## config.mk

```make
export PLATFORM = sky130hd
export DESIGN_NAME = annexb_nal_unit_splitter_flat
export DESIGN_NICKNAME = d
export VERILOG_FILES = /design/src/rtl/core/anbs_pkg.sv /design/src/rtl/core/anbs_if.sv /design/src/rtl/core/annexb_nal_unit_splitter.sv /design/src/rtl/core/anbs_front.sv /design/src/rtl/core/anbs_queue.sv /design/src/rtl/core/anbs_back.sv /design/src/flat_wrapper.sv
export SDC_FILE = /design/constraint.sdc
export NUM_CORES = 1
export LEC_CHECK = 0
export BUFFER_PORTS_ARGS = -buffer_cell sky130_fd_sc_hd__buf_4
export CAP_MARGIN = 20
export CORE_MARGIN = 2
export CORE_UTILIZATION = 40
export DETAILED_ROUTE_END_ITERATION = 10
export PLACE_DENSITY_LB_ADDON = 0.2
export SLEW_MARGIN = 40
export SYNTH_ARGS = -nofsm -noshare
export SYNTH_HDL_FRONTEND = slang
export SYNTH_HIERARCHICAL = 1
export SYNTH_SLANG_ARGS = --single-unit
```

## constraint.sdc

```tcl
create_clock -name clk -period 4.47 [get_ports clk]
set_input_delay 0.6705 -clock clk [delete_from_list [all_inputs] [get_ports clk]]
set_output_delay 0.6705 -clock clk [all_outputs]
set_load 0.01 [all_outputs]
```

## src/rtl/core/anbs_pkg.sv

```systemverilog
package anbs_pkg;

	// result kinds on the output channel
	localparam logic [1:0] RK_BYTE  = 2'd0;
	localparam logic [1:0] RK_EMPTY = 2'd1;
	localparam logic [1:0] RK_END   = 2'd2;

	// input kinds
	localparam logic KIND_BYTE = 1'b0;
	localparam logic KIND_EOS  = 1'b1;

	// what closes a command after its payload beats
	localparam logic [1:0] TAIL_NONE  = 2'd0;
	localparam logic [1:0] TAIL_EMPTY = 2'd1;
	localparam logic [1:0] TAIL_END   = 2'd2;

	localparam logic [7:0] BYTE_ZERO = 8'h00;
	localparam logic [7:0] BYTE_ONE  = 8'h01;

	localparam logic [1:0] ZERO_RUN_MAX = 2'd3;
	localparam logic [1:0] ZERO_RUN_SC  = 2'd2;

	localparam int QUEUE_DEPTH = 4;

	// one command: optional held byte, then zeros, then an optional tail beat
	typedef struct packed {
		logic       hold_en;
		logic [7:0] hold_byte;
		logic [1:0] zeros;
		logic       mark_last;
		logic [1:0] tail;
	} cmd_t;

	typedef struct packed {
		logic full;
		logic empty;
	} qstat_t;

endpackage

```

## src/rtl/core/anbs_if.sv

```systemverilog
interface anbs_byte_if;
	logic       valid;
	logic       ready;
	logic       kind;
	logic [7:0] data_byte;

	modport source (output valid, output kind, output data_byte, input ready);
	modport sink (input valid, input kind, input data_byte, output ready);
endinterface

interface anbs_result_if;
	logic       valid;
	logic       ready;
	logic [1:0] result_kind;
	logic [7:0] unit_byte;
	logic       unit_last;

	modport source (output valid, output result_kind, output unit_byte, output unit_last,
		input ready);
	modport sink (input valid, input result_kind, input unit_byte, input unit_last,
		output ready);
endinterface

```

## src/rtl/core/annexb_nal_unit_splitter.sv

```systemverilog
// Annex B NAL unit splitter: takes an H.264 Annex B byte stream one beat per byte on
// stream and gives the payload bytes of each NAL unit on units, with start codes
// (00 00 01 and 00 00 00 01) removed and unit_last set on the final byte of each unit.
// Bytes before the first start code are dropped; two start codes back to back give one
// empty-unit beat; an end-of-stream beat on stream flushes the open unit and is followed
// by an end beat, after which the block hunts for a start code again. The front end
// parses one input beat per cycle whenever the command queue has room. One input beat
// can expand into up to five output beats (held byte, three pending zeros, end), and the
// back end issues one output beat per cycle while the receiver is ready, so the sustained
// rate is one byte per cycle on ordinary video data; the QUEUE_DEPTH-entry command queue
// between the two halves absorbs the short bursts after runs of zeros and at end of stream.
module annexb_nal_unit_splitter #(
	parameter int QUEUE_DEPTH = anbs_pkg::QUEUE_DEPTH
) (
	input  logic          clk,
	input  logic          arst_n,
	anbs_byte_if.sink     stream,
	anbs_result_if.source units
);

	// front to queue
	logic             q_push;
	anbs_pkg::cmd_t   q_wr_cmd;
	// queue to back
	anbs_pkg::cmd_t   q_head;
	anbs_pkg::qstat_t q_stat;
	logic             q_pop;
	logic             back_fire;

	// parses bytes, tracks start codes and the held byte, emits at most one command per accepted beat
	anbs_front u_front (
		.clk    (clk),
		.arst_n (arst_n),
		.stream (stream),
		.qstat  (q_stat),
		.push   (q_push),
		.cmd    (q_wr_cmd)
	);

	// short command queue so either side can stall independently
	anbs_queue #(
		.DEPTH (QUEUE_DEPTH)
	) u_queue (
		.clk    (clk),
		.arst_n (arst_n),
		.push   (q_push),
		.wr_cmd (q_wr_cmd),
		.pop    (q_pop),
		.head   (q_head),
		.qstat  (q_stat)
	);

	// expands each command into output beats through a registered output stage
	anbs_back u_back (
		.clk    (clk),
		.arst_n (arst_n),
		.head   (q_head),
		.qstat  (q_stat),
		.pop    (q_pop),
		.fire   (back_fire),
		.units  (units)
	);

	// front only pushes on an accepted beat, and it is only ready while there is room
	assert property (@(posedge clk) disable iff (!arst_n) q_push |-> !q_stat.full)
		else $error("command pushed into a full queue");

	// back end never issues a beat from an empty queue
	assert property (@(posedge clk) disable iff (!arst_n) back_fire |-> !q_stat.empty)
		else $error("output beat issued with no command queued");

	// empty and end beats carry zero payload and no last flag
	assert property (@(posedge clk) disable iff (!arst_n)
		(units.valid && (units.result_kind != anbs_pkg::RK_BYTE))
		|-> (units.unit_byte == anbs_pkg::BYTE_ZERO) && !units.unit_last)
		else $error("non-byte result with payload or last set");

	// result kind is always one of byte, empty, end
	assert property (@(posedge clk) disable iff (!arst_n)
		units.valid |-> (units.result_kind == anbs_pkg::RK_BYTE)
			|| (units.result_kind == anbs_pkg::RK_EMPTY)
			|| (units.result_kind == anbs_pkg::RK_END))
		else $error("illegal result kind");

endmodule

```

## src/rtl/core/anbs_front.sv

```systemverilog
module anbs_front (
	input  logic                clk,
	input  logic                arst_n,
	anbs_byte_if.sink           stream,
	input  anbs_pkg::qstat_t    qstat,
	output logic                push,
	output anbs_pkg::cmd_t      cmd
);

	logic       inside_q;
	logic [1:0] zero_run_q;
	logic       held_valid_q;
	logic [7:0] held_byte_q;

	logic       inside_d;
	logic [1:0] zero_run_d;
	logic       held_valid_d;
	logic [7:0] held_byte_d;

	logic fire;
	logic is_zero;
	logic is_sc;

	assign stream.ready = !qstat.full;
	assign fire         = stream.valid && stream.ready;
	assign is_zero      = (stream.data_byte == anbs_pkg::BYTE_ZERO);
	assign is_sc        = (stream.data_byte == anbs_pkg::BYTE_ONE)
		&& (zero_run_q >= anbs_pkg::ZERO_RUN_SC);

	always_comb begin
		inside_d     = inside_q;
		zero_run_d   = zero_run_q;
		held_valid_d = held_valid_q;
		held_byte_d  = held_byte_q;
		push         = 1'b0;
		cmd.hold_en   = held_valid_q;
		cmd.hold_byte = held_byte_q;
		cmd.zeros     = 2'd0;
		cmd.mark_last = 1'b0;
		cmd.tail      = anbs_pkg::TAIL_NONE;

		if (stream.kind == anbs_pkg::KIND_EOS) begin
			// flush whatever is pending, then the end beat
			push          = fire;
			cmd.hold_en   = inside_q && held_valid_q;
			cmd.zeros     = inside_q ? zero_run_q : 2'd0;
			cmd.mark_last = 1'b1;
			cmd.tail      = anbs_pkg::TAIL_END;
			inside_d      = 1'b0;
			zero_run_d    = 2'd0;
			held_valid_d  = 1'b0;
			held_byte_d   = anbs_pkg::BYTE_ZERO;
		end else if (!inside_q) begin
			// hunting for the first start code
			if (is_zero) begin
				if (zero_run_q != anbs_pkg::ZERO_RUN_MAX) begin
					zero_run_d = zero_run_q + 2'd1;
				end
			end else if (is_sc) begin
				inside_d   = 1'b1;
				zero_run_d = 2'd0;
			end else begin
				zero_run_d = 2'd0;
			end
		end else if (is_zero) begin
			if (zero_run_q != anbs_pkg::ZERO_RUN_MAX) begin
				zero_run_d = zero_run_q + 2'd1;
			end else begin
				// oldest pending zero turns into payload
				push         = fire && held_valid_q;
				held_valid_d = 1'b1;
				held_byte_d  = anbs_pkg::BYTE_ZERO;
			end
		end else if (is_sc) begin
			push          = fire;
			cmd.mark_last = 1'b1;
			cmd.tail      = held_valid_q ? anbs_pkg::TAIL_NONE : anbs_pkg::TAIL_EMPTY;
			zero_run_d    = 2'd0;
			held_valid_d  = 1'b0;
			held_byte_d   = anbs_pkg::BYTE_ZERO;
		end else begin
			push         = fire && (held_valid_q || (zero_run_q != 2'd0));
			cmd.zeros    = zero_run_q;
			zero_run_d   = 2'd0;
			held_valid_d = 1'b1;
			held_byte_d  = stream.data_byte;
		end
	end

	always_ff @(posedge clk or negedge arst_n) begin
		if (!arst_n) begin
			inside_q     <= 1'b0;
			zero_run_q   <= 2'd0;
			held_valid_q <= 1'b0;
			held_byte_q  <= anbs_pkg::BYTE_ZERO;
		end else if (fire) begin
			inside_q     <= inside_d;
			zero_run_q   <= zero_run_d;
			held_valid_q <= held_valid_d;
			held_byte_q  <= held_byte_d;
		end
	end

endmodule

```

## src/rtl/core/anbs_queue.sv

```systemverilog
module anbs_queue #(
	parameter int DEPTH = anbs_pkg::QUEUE_DEPTH
) (
	input  logic             clk,
	input  logic             arst_n,
	input  logic             push,
	input  anbs_pkg::cmd_t   wr_cmd,
	input  logic             pop,
	output anbs_pkg::cmd_t   head,
	output anbs_pkg::qstat_t qstat
);

	localparam int AW = (DEPTH > 1) ? $clog2(DEPTH) : 1;
	localparam int CW = $clog2(DEPTH + 1);
	localparam logic [AW-1:0] LAST_PTR = AW'(DEPTH - 1);
	localparam logic [CW-1:0] FULL_CNT = CW'(DEPTH);

	anbs_pkg::cmd_t mem_q [DEPTH];
	logic [AW-1:0]  wr_ptr_q;
	logic [AW-1:0]  rd_ptr_q;
	logic [CW-1:0]  count_q;

	logic do_push;
	logic do_pop;

	assign qstat.full  = (count_q == FULL_CNT);
	assign qstat.empty = (count_q == '0);
	assign do_push     = push && !qstat.full;
	assign do_pop      = pop && !qstat.empty;
	assign head        = mem_q[rd_ptr_q];

	always_ff @(posedge clk) begin
		if (do_push) begin
			mem_q[wr_ptr_q] <= wr_cmd;
		end
	end

	always_ff @(posedge clk or negedge arst_n) begin
		if (!arst_n) begin
			wr_ptr_q <= '0;
			rd_ptr_q <= '0;
			count_q  <= '0;
		end else begin
			if (do_push) begin
				wr_ptr_q <= (wr_ptr_q == LAST_PTR) ? '0 : wr_ptr_q + AW'(1);
			end
			if (do_pop) begin
				rd_ptr_q <= (rd_ptr_q == LAST_PTR) ? '0 : rd_ptr_q + AW'(1);
			end
			if (do_push && !do_pop) begin
				count_q <= count_q + CW'(1);
			end else if (do_pop && !do_push) begin
				count_q <= count_q - CW'(1);
			end
		end
	end

endmodule

```

## src/rtl/core/anbs_back.sv

```systemverilog
module anbs_back (
	input  logic             clk,
	input  logic             arst_n,
	input  anbs_pkg::cmd_t   head,
	input  anbs_pkg::qstat_t qstat,
	output logic             pop,
	output logic             fire,
	anbs_result_if.source    units
);

	logic       held_done_q;
	logic [1:0] zeros_done_q;

	logic       out_valid_q;
	logic [1:0] out_kind_q;
	logic [7:0] out_byte_q;
	logic       out_last_q;

	logic       sel_held;
	logic       sel_zero;
	logic [1:0] zeros_next;
	logic       zero_final;
	logic       is_final;
	logic       load;
	logic [1:0] beat_kind;
	logic [7:0] beat_byte;
	logic       beat_last;

	assign units.valid       = out_valid_q;
	assign units.result_kind = out_kind_q;
	assign units.unit_byte   = out_byte_q;
	assign units.unit_last   = out_last_q;

	always_comb begin
		sel_held   = head.hold_en && !held_done_q;
		sel_zero   = !sel_held && (zeros_done_q != head.zeros);
		zeros_next = zeros_done_q + 2'd1;
		zero_final = (zeros_next == head.zeros);
		if (sel_held) begin
			beat_kind = anbs_pkg::RK_BYTE;
			beat_byte = head.hold_byte;
			beat_last = head.mark_last && (head.zeros == 2'd0);
			is_final  = (head.zeros == 2'd0) && (head.tail == anbs_pkg::TAIL_NONE);
		end else if (sel_zero) begin
			beat_kind = anbs_pkg::RK_BYTE;
			beat_byte = anbs_pkg::BYTE_ZERO;
			beat_last = head.mark_last && zero_final;
			is_final  = zero_final && (head.tail == anbs_pkg::TAIL_NONE);
		end else begin
			beat_kind = (head.tail == anbs_pkg::TAIL_END) ? anbs_pkg::RK_END
				: anbs_pkg::RK_EMPTY;
			beat_byte = anbs_pkg::BYTE_ZERO;
			beat_last = 1'b0;
			is_final  = 1'b1;
		end
	end

	assign load = !out_valid_q || units.ready;
	assign fire = load && !qstat.empty;
	assign pop  = fire && is_final;

	always_ff @(posedge clk or negedge arst_n) begin
		if (!arst_n) begin
			held_done_q  <= 1'b0;
			zeros_done_q <= 2'd0;
			out_valid_q  <= 1'b0;
		end else begin
			if (load) begin
				out_valid_q <= fire;
			end
			if (pop) begin
				held_done_q  <= 1'b0;
				zeros_done_q <= 2'd0;
			end else if (fire) begin
				if (sel_held) begin
					held_done_q <= 1'b1;
				end else if (sel_zero) begin
					zeros_done_q <= zeros_next;
				end
			end
		end
	end

	always_ff @(posedge clk) begin
		if (fire) begin
			out_kind_q <= beat_kind;
			out_byte_q <= beat_byte;
			out_last_q <= beat_last;
		end
	end

endmodule

```

## src/flat_wrapper.sv

```systemverilog
// flat-port wrapper written by rule: the top's interface ports become plain ports
module annexb_nal_unit_splitter_flat 
#(
	parameter int QUEUE_DEPTH = anbs_pkg::QUEUE_DEPTH
)
  (clk, arst_n, stream_valid, stream_kind, stream_data_byte, stream_ready, units_valid, units_result_kind, units_unit_byte, units_unit_last, units_ready);
  anbs_byte_if stream_i ();
  anbs_result_if units_i ();
  input  logic clk;
  input  logic arst_n;
  input wire logic [$bits(stream_i.valid)-1:0] stream_valid;
  input wire logic [$bits(stream_i.kind)-1:0] stream_kind;
  input wire logic [$bits(stream_i.data_byte)-1:0] stream_data_byte;
  output wire logic [$bits(stream_i.ready)-1:0] stream_ready;
  output wire logic [$bits(units_i.valid)-1:0] units_valid;
  output wire logic [$bits(units_i.result_kind)-1:0] units_result_kind;
  output wire logic [$bits(units_i.unit_byte)-1:0] units_unit_byte;
  output wire logic [$bits(units_i.unit_last)-1:0] units_unit_last;
  input wire logic [$bits(units_i.ready)-1:0] units_ready;
  assign stream_i.valid = stream_valid;
  assign stream_i.kind = stream_kind;
  assign stream_i.data_byte = stream_data_byte;
  assign stream_ready = stream_i.ready;
  assign units_valid = units_i.valid;
  assign units_result_kind = units_i.result_kind;
  assign units_unit_byte = units_i.unit_byte;
  assign units_unit_last = units_i.unit_last;
  assign units_i.ready = units_ready;
  annexb_nal_unit_splitter #(.QUEUE_DEPTH(QUEUE_DEPTH)) u_core (.clk(clk), .arst_n(arst_n), .stream(stream_i), .units(units_i));
endmodule
```

### Word level (Yosys, flattened, before mapping)

Memory sizes are Yosys's and may differ from the RTL's.
Cells that the tools add are included.

* logic and storage cells: 121
* memories: 1
* bits in registers: 34
* bits in writable memories: 56
* bits of input ports: 13
* output and inout bits: 13

* equality and inequality tests: 11
* reduce and logical (&&, ||, !) cells: 41
* multiplexer cells: 48
* add/subtract/negate cells: 6
* $lt $le $gt $ge: 1

Memory list
* u_core.u_queue.mem_q: words 4, width 14, read ports 1, clocked after memory_dff 0, wr ports 1, line anbs_queue.sv:18 `anbs_pkg::cmd_t mem_q [DEPTH];`

Operators with widths (count)
* 8-bit two-way mux: 5
* 1-bit two-way mux: 25
* 2-bit two-way mux: 12
* 1-bit logical AND: 17
* 5-bit two-way mux: 3
* 2-bit nonzero test: 6
* 3-bit two-way mux: 3
* 2-bit by 1-bit adder with 2-bit output (second input constant): 4
* 8-bit by 1-bit == test with 1-bit output (second input constant): 1
* 8-bit zero test: 1
* 1-bit zero test: 7
* 2-bit == test (second input constant): 3
* 3-bit AND reduction: 2
* 2-bit zero test: 2
* 2-bit AND reduction: 2
* 3-bit by 1-bit adder with 3-bit output (second input constant): 1
* 3-bit == test (second input constant): 1
* 3-bit zero test: 1
* 3-bit by 2-bit inequality test with 1-bit output (second input constant): 1
* 3-bit inequality test (second input constant): 1
* 3-bit by 1-bit subtractor with 3-bit output (second input constant): 1
* 2-bit == test: 1
* 2-bit greater-or-equal comparator (second input constant): 1
* 1-bit logical OR: 2
* 4 further kinds: 4

### Logic depth before layout (Yosys ltp)

* depth in word-level cells: 13
* gate-level depth with buffers: 13
* depth with buffers taken out: 12

### Modules after synthesis

The synthesis kept the hierarchy.

By module, submodules not included
* anbs_queue: instances 1, sequential area each 1856.8 sq um, cells an instance 110, area an instance 2461.1 sq um
* anbs_front: instances 1, sequential area each 300.3 sq um, cells an instance 94, area an instance 798.3 sq um
* anbs_back: instances 1, sequential area each 430.4 sq um, cells an instance 56, area an instance 695.7 sq um

### Worst setup path after synthesis

Ideal clock, no wire load.

* path kind: register to register
* start point: reg u_core.u_queue.rd_ptr_q[0]
* end point: reg u_core.u_queue.count_q[1]
* data required time: 4.345 ns
* stages on the path, launching flop included: 12
* path buffers: 2
* setup slack: 0.959 ns
* arrival: 3.386 ns
* library setup time: 0.125 ns
* period minus slack after synthesis: 3.511 ns
* cell sequence: dfrtp_1 buf_2 buf_4 mux4_2 or4_1 a211o_1 a31oi_2 o31ai_2 ha_1 inv_1 fa_1 mux2_2

RTL lines
* from (decl): line anbs_queue.sv:20 `logic [AW-1:0] rd_ptr_q;`
* from (signal assigned): line anbs_queue.sv:48 `rd_ptr_q <= (rd_ptr_q == LAST_PTR) ? '0 : rd_ptr_q + AW'(1);`
* to (signal assigned): line anbs_queue.sv:51 `count_q <= count_q + CW'(1);`
* to (signal assigned): line anbs_queue.sv:53 `count_q <= count_q - CW'(1);`
* to (decl): line anbs_queue.sv:21 `logic [CW-1:0] count_q;`

==> reports/qor.yml <==
synth:
  synthesis.nets: 283
  yosys_warnings: 6
  syn_inst: 260
  share_of_the_yosys_chip_area_belonging_to_registers: 0.654
  synth.lib_cells_used.distinct: 52
  synth_area_um2: 3960
  post_synth.cell_area_avg_um2: 15.2
  number_of_storage_elements_in_the_synthesis_netlist: 90
  synth.area.top_cells: "edfxtp_1, dfrtp_1, mux4_2"
  synth_top_area_frac: 0.509
  yosysTopAreaCell: "edfxtp_1"
cts:
  number_of_clock_sinks: 90
  ctsHoldBuffers: 0
  insertion_delay_ns: 0.36
  cts_made_buffers: 9
  cts-htree-levels: 3
  cts_tree: "built"
  worst_setup_hold_path_clk_slew_ns: 0.09
  cts_resized: 0
  cts.root.buffer_cell: "clkbuf_8"
  post-cts-setup-buffer-count: 0
  cts.path.max_buffers: 2
sta:
  hold_viol: 0
  totalNegativeSetupSlack_ns: 0
  worst_slew_margin_rel: 0.474
  timing.final.setup_violations: 0
  clock.fmax_mhz: 269
  grt_setup_unrepaired: "false"
  slew_viol_final: 0
  finalClockSkew_ns: 0.0110
  fin_crit_sh: 0.832
  worst-slew-pin-transition_ns: 0.778
  layout_min_cycle_time_ns: 3.72
flow_run:
  maxCapViolations: 0
critical_path:
  crit_path_max_fanout: 13
  r2r_slack_ns: 0.75
  rr_worst_depth: 9
  endpoint: "u_core/u_queue/count_q[1]$_DFFE_PN0P_"
  rr_endpoint: "u_core/u_queue/count_q[1]$_DFFE_PN0P_"
  critPathKind: "reg2reg"
  critical_path_required_ns: 4.71
  arrival_ns: 3.96
  worst_r2r_startpoint: "u_core/u_queue/rd_ptr_q[0]$_DFFE_PN0P_"
  timing.critical_path.from: "u_core/u_queue/rd_ptr_q[0]$_DFFE_PN0P_"
  worstSetupEndpointType: "register"
  critical_path.startpoint_type: "register"
power:
  share_clk_of_total_power: 0.231
  sw_frac_of_total: 0.307
  internal_power_w: 0.00166
  sequential_cell_fraction_of_total_power: 0.487
  netSwitchingPower_w: 0.000734
  combPwrFrac: 0.282
  power_density_nw_per_um2: 535
  power_leakage_nw: 1.60
  vdd.ir_drop.worst_mv: 0.167
route:
  wl_per_cell_um: 15.8
  route.antenna.remaining_nets: 0
  detailed_route_vias_per_instance: 5.16
  via_count: 2191
  drt_iter0_drc: 98
  drt-total-wl_um: 6720
  initial_drt_pass_iterations: 4
  drcViolationCount: 0
layout:
  layoutNonFillerInstCount: 425
  post_synthesis_to_final_layout_area_growth_pct: 13.2
  nFillCells: 841
  area.sequential_um2: 2590
  multi_input_area_um2: 1280
  final_layout_size_suffix_gt1_frac: 0.243
  antenna-diode-count: 0
  fin_util: 0.462
  layout.nets: 310
status:
  outcome: "finished clean"
placement:
  hpwl_um: 4540
  place_inst: 409
  placement.io_buffers: 25
  gp_routability_congestion: 0.815
die:
  design.die.area_um2: 10700
  rows: 36
  initial_core_util: 0.408
  floorplan.io_pins: 26
  die_h_um: 103
  core_area_um2: 9680
  die_x_um: 103
global_route:
  number_of_global_route_vias_before_repair: 2178
  globalRoute.totalOverflow: 0
  grt_start_max_net_pins: 24
  grt_util_all_layers: 0.143
  antenna_found_initial: 0
  grt_pass1_wl_um: 11200
worst_hold_path:
  hold_wc_path_type: "in2async"
[cell usage after synthesis, drive strengths merged]
library cell / instances
or4: 3
o41ai: 1
mux4: 14
xnor2: 2
nor4b: 1
xor2: 2
o311ai: 1
a21o: 2
fa: 1
and3: 3
nor3b: 3
a21oi: 6
nand4: 2
edfxtp: 67
nand3: 3
o211a: 1
ha: 9
clkbuf: 5
a2bb2oi: 1
and2: 13
a22oi: 1
nand2: 17
nand2b: 4
dfrtp: 23
or2b: 1
a211o: 1
nor2: 8
nor2b: 4
o21ai: 11
inv: 10
mux2: 4
nor4bb: 2
nor4: 2
or3: 1
and2b: 1
nor3: 4
and4bb: 1
buf: 6
o221a: 1
o32ai: 3
a31oi: 3
o211ai: 9
a21boi: 1
o31ai: 2
[registers in the layout, summed over array words and instances, names as in the netlist]
| signal | flops |
|---|---|
| u_core/u_back/zeros_done_q | 2 |
| u_core/u_queue/count_q | 3 |
| u_core/u_back/units.result_kind | 2 |
| u_core/u_front/held_byte_q | 8 |
| u_core/u_back/units.unit_last | 1 |
| u_core/u_front/inside_q | 1 |
| u_core/u_back/units.unit_byte | 8 |
| u_core/u_back/units.valid | 1 |
| u_core/u_queue/wr_ptr_q | 2 |
| u_core/u_front/held_valid_q | 1 |
| u_core/u_queue/mem_q | 56 |
| u_core/u_queue/rd_ptr_q | 2 |
| u_core/u_front/zero_run_q | 2 |
| u_core/u_back/held_done_q | 1 |
[power groups by stage]
stage                     clock [W]  combinational, W  sequential [W]
after global routing       0.000604          0.000763         0.00119
after floorplan                   0          0.000506         0.00115
after global placement            0          0.000671         0.00119
after CTS                  0.000573          0.000684         0.00117
after detailed placement          0          0.000682         0.00119
final                      0.000552          0.000675         0.00117
[layout make-up]
cell class | count | share of cell area
Inverter | 10 | 0.00839
Timing Repair Buffer | 27 | 0.0453
Multi-Input combinational cell | 149 | 0.287
Tap cell | 133 | 0.0372
Sequential cell | 90 | 0.578
Clock inverter | 7 | 0.0168
Clock buffer | 9 | 0.0277
[critical path, cell delays in order, from the launching register on]
cell	delay (ns)
dfrtp_1	0.77
mux4_2	0.65
or4_1	0.55
a211o_1	0.35
a31oi_2	0.19
o31ai_2	0.14
ha_1	0.23
inv_1	0.08
fa_1	0.40
mux2_2	0.26
[how the worst min path moves through the flow]
| stage | startpoint | end | slack, ns | depth (start not counted) |
|---|---|---|---|---|
| floorplan | arst_n | u_core/u_back/held_done_q$_DFFE_PN0P_ | 0.37 | 0 |
| global placement | u_core/u_back/held_done_q$_DFFE_PN0P_ | u_core/u_back/held_done_q$_DFFE_PN0P_ | 0.52 | 2 |
| detailed placement | u_core/u_back/held_done_q$_DFFE_PN0P_ | u_core/u_back/held_done_q$_DFFE_PN0P_ | 0.51 | 2 |
| CTS | arst_n | u_core/u_front/inside_q$_DFFE_PN0N_ | 0.20 | 1 |
| global route | arst_n | u_core/u_front/inside_q$_DFFE_PN0N_ | 0.20 | 1 |
| finish | arst_n | u_core/u_front/inside_q$_DFFE_PN0N_ | 0.20 | 1 |
[per-layer routing]
metal | track usage | wire length, um | vias up
met5 | 0 | 0 | -
met4 | 0.0820 | 143 | 0
met3 | 0.0215 | 193 | 11
met2 | 0.214 | 3110 | 37
met1 | 0.200 | 3270 | 1093
li1 | - | - | 1050
[kinds of logic after synthesis]
group	after synthesis	synth area share
adders and majority gates	10	0.0335
xor gates and xnor gates	4	0.00886
AOI/OAI and AO/OA	44	0.0785
buffers and inverters	21	0.0237
and+or+nand+nor	73	0.108
muxes	18	0.0930
DFF	90	0.654
[placed cells by master, fill, tap and decap left out, drive strengths merged, types with 3 or more instances in the layout]
cell	netlist	routed
a31oi	3	3
and2	13	13
and3	3	3
edfxtp	67	67
inv	10	12
mux4	14	14
nor2b	4	4
nor2	8	8
or4	3	3
clkinv	0	4
buf	6	27
o21ai	11	11
nand3	3	3
nor3b	3	3
clkbuf	5	9
ha	9	9
mux2	4	4
dfrtp	23	23
o32ai	3	3
a21oi	6	6
nand2b	4	4
o211ai	9	9
nand2	17	17
nor3	4	4
[per-stage QoR]
stage	total power [W]	setup WS (ns)	hold WS, ns	instance area, um2
final	0.00239	0.751	0.196	4480
after global routing	0.00256	0.520	0.202	4480
after floorplan	0.00166	0.959	0.375	3960
after CTS	0.00243	0.687	0.197	4480
after detailed placement	0.00187	0.701	0.506	4280
after global placement	0.00186	0.747	0.520	4270
Note: power is estimated with default switching activity, not from simulation.
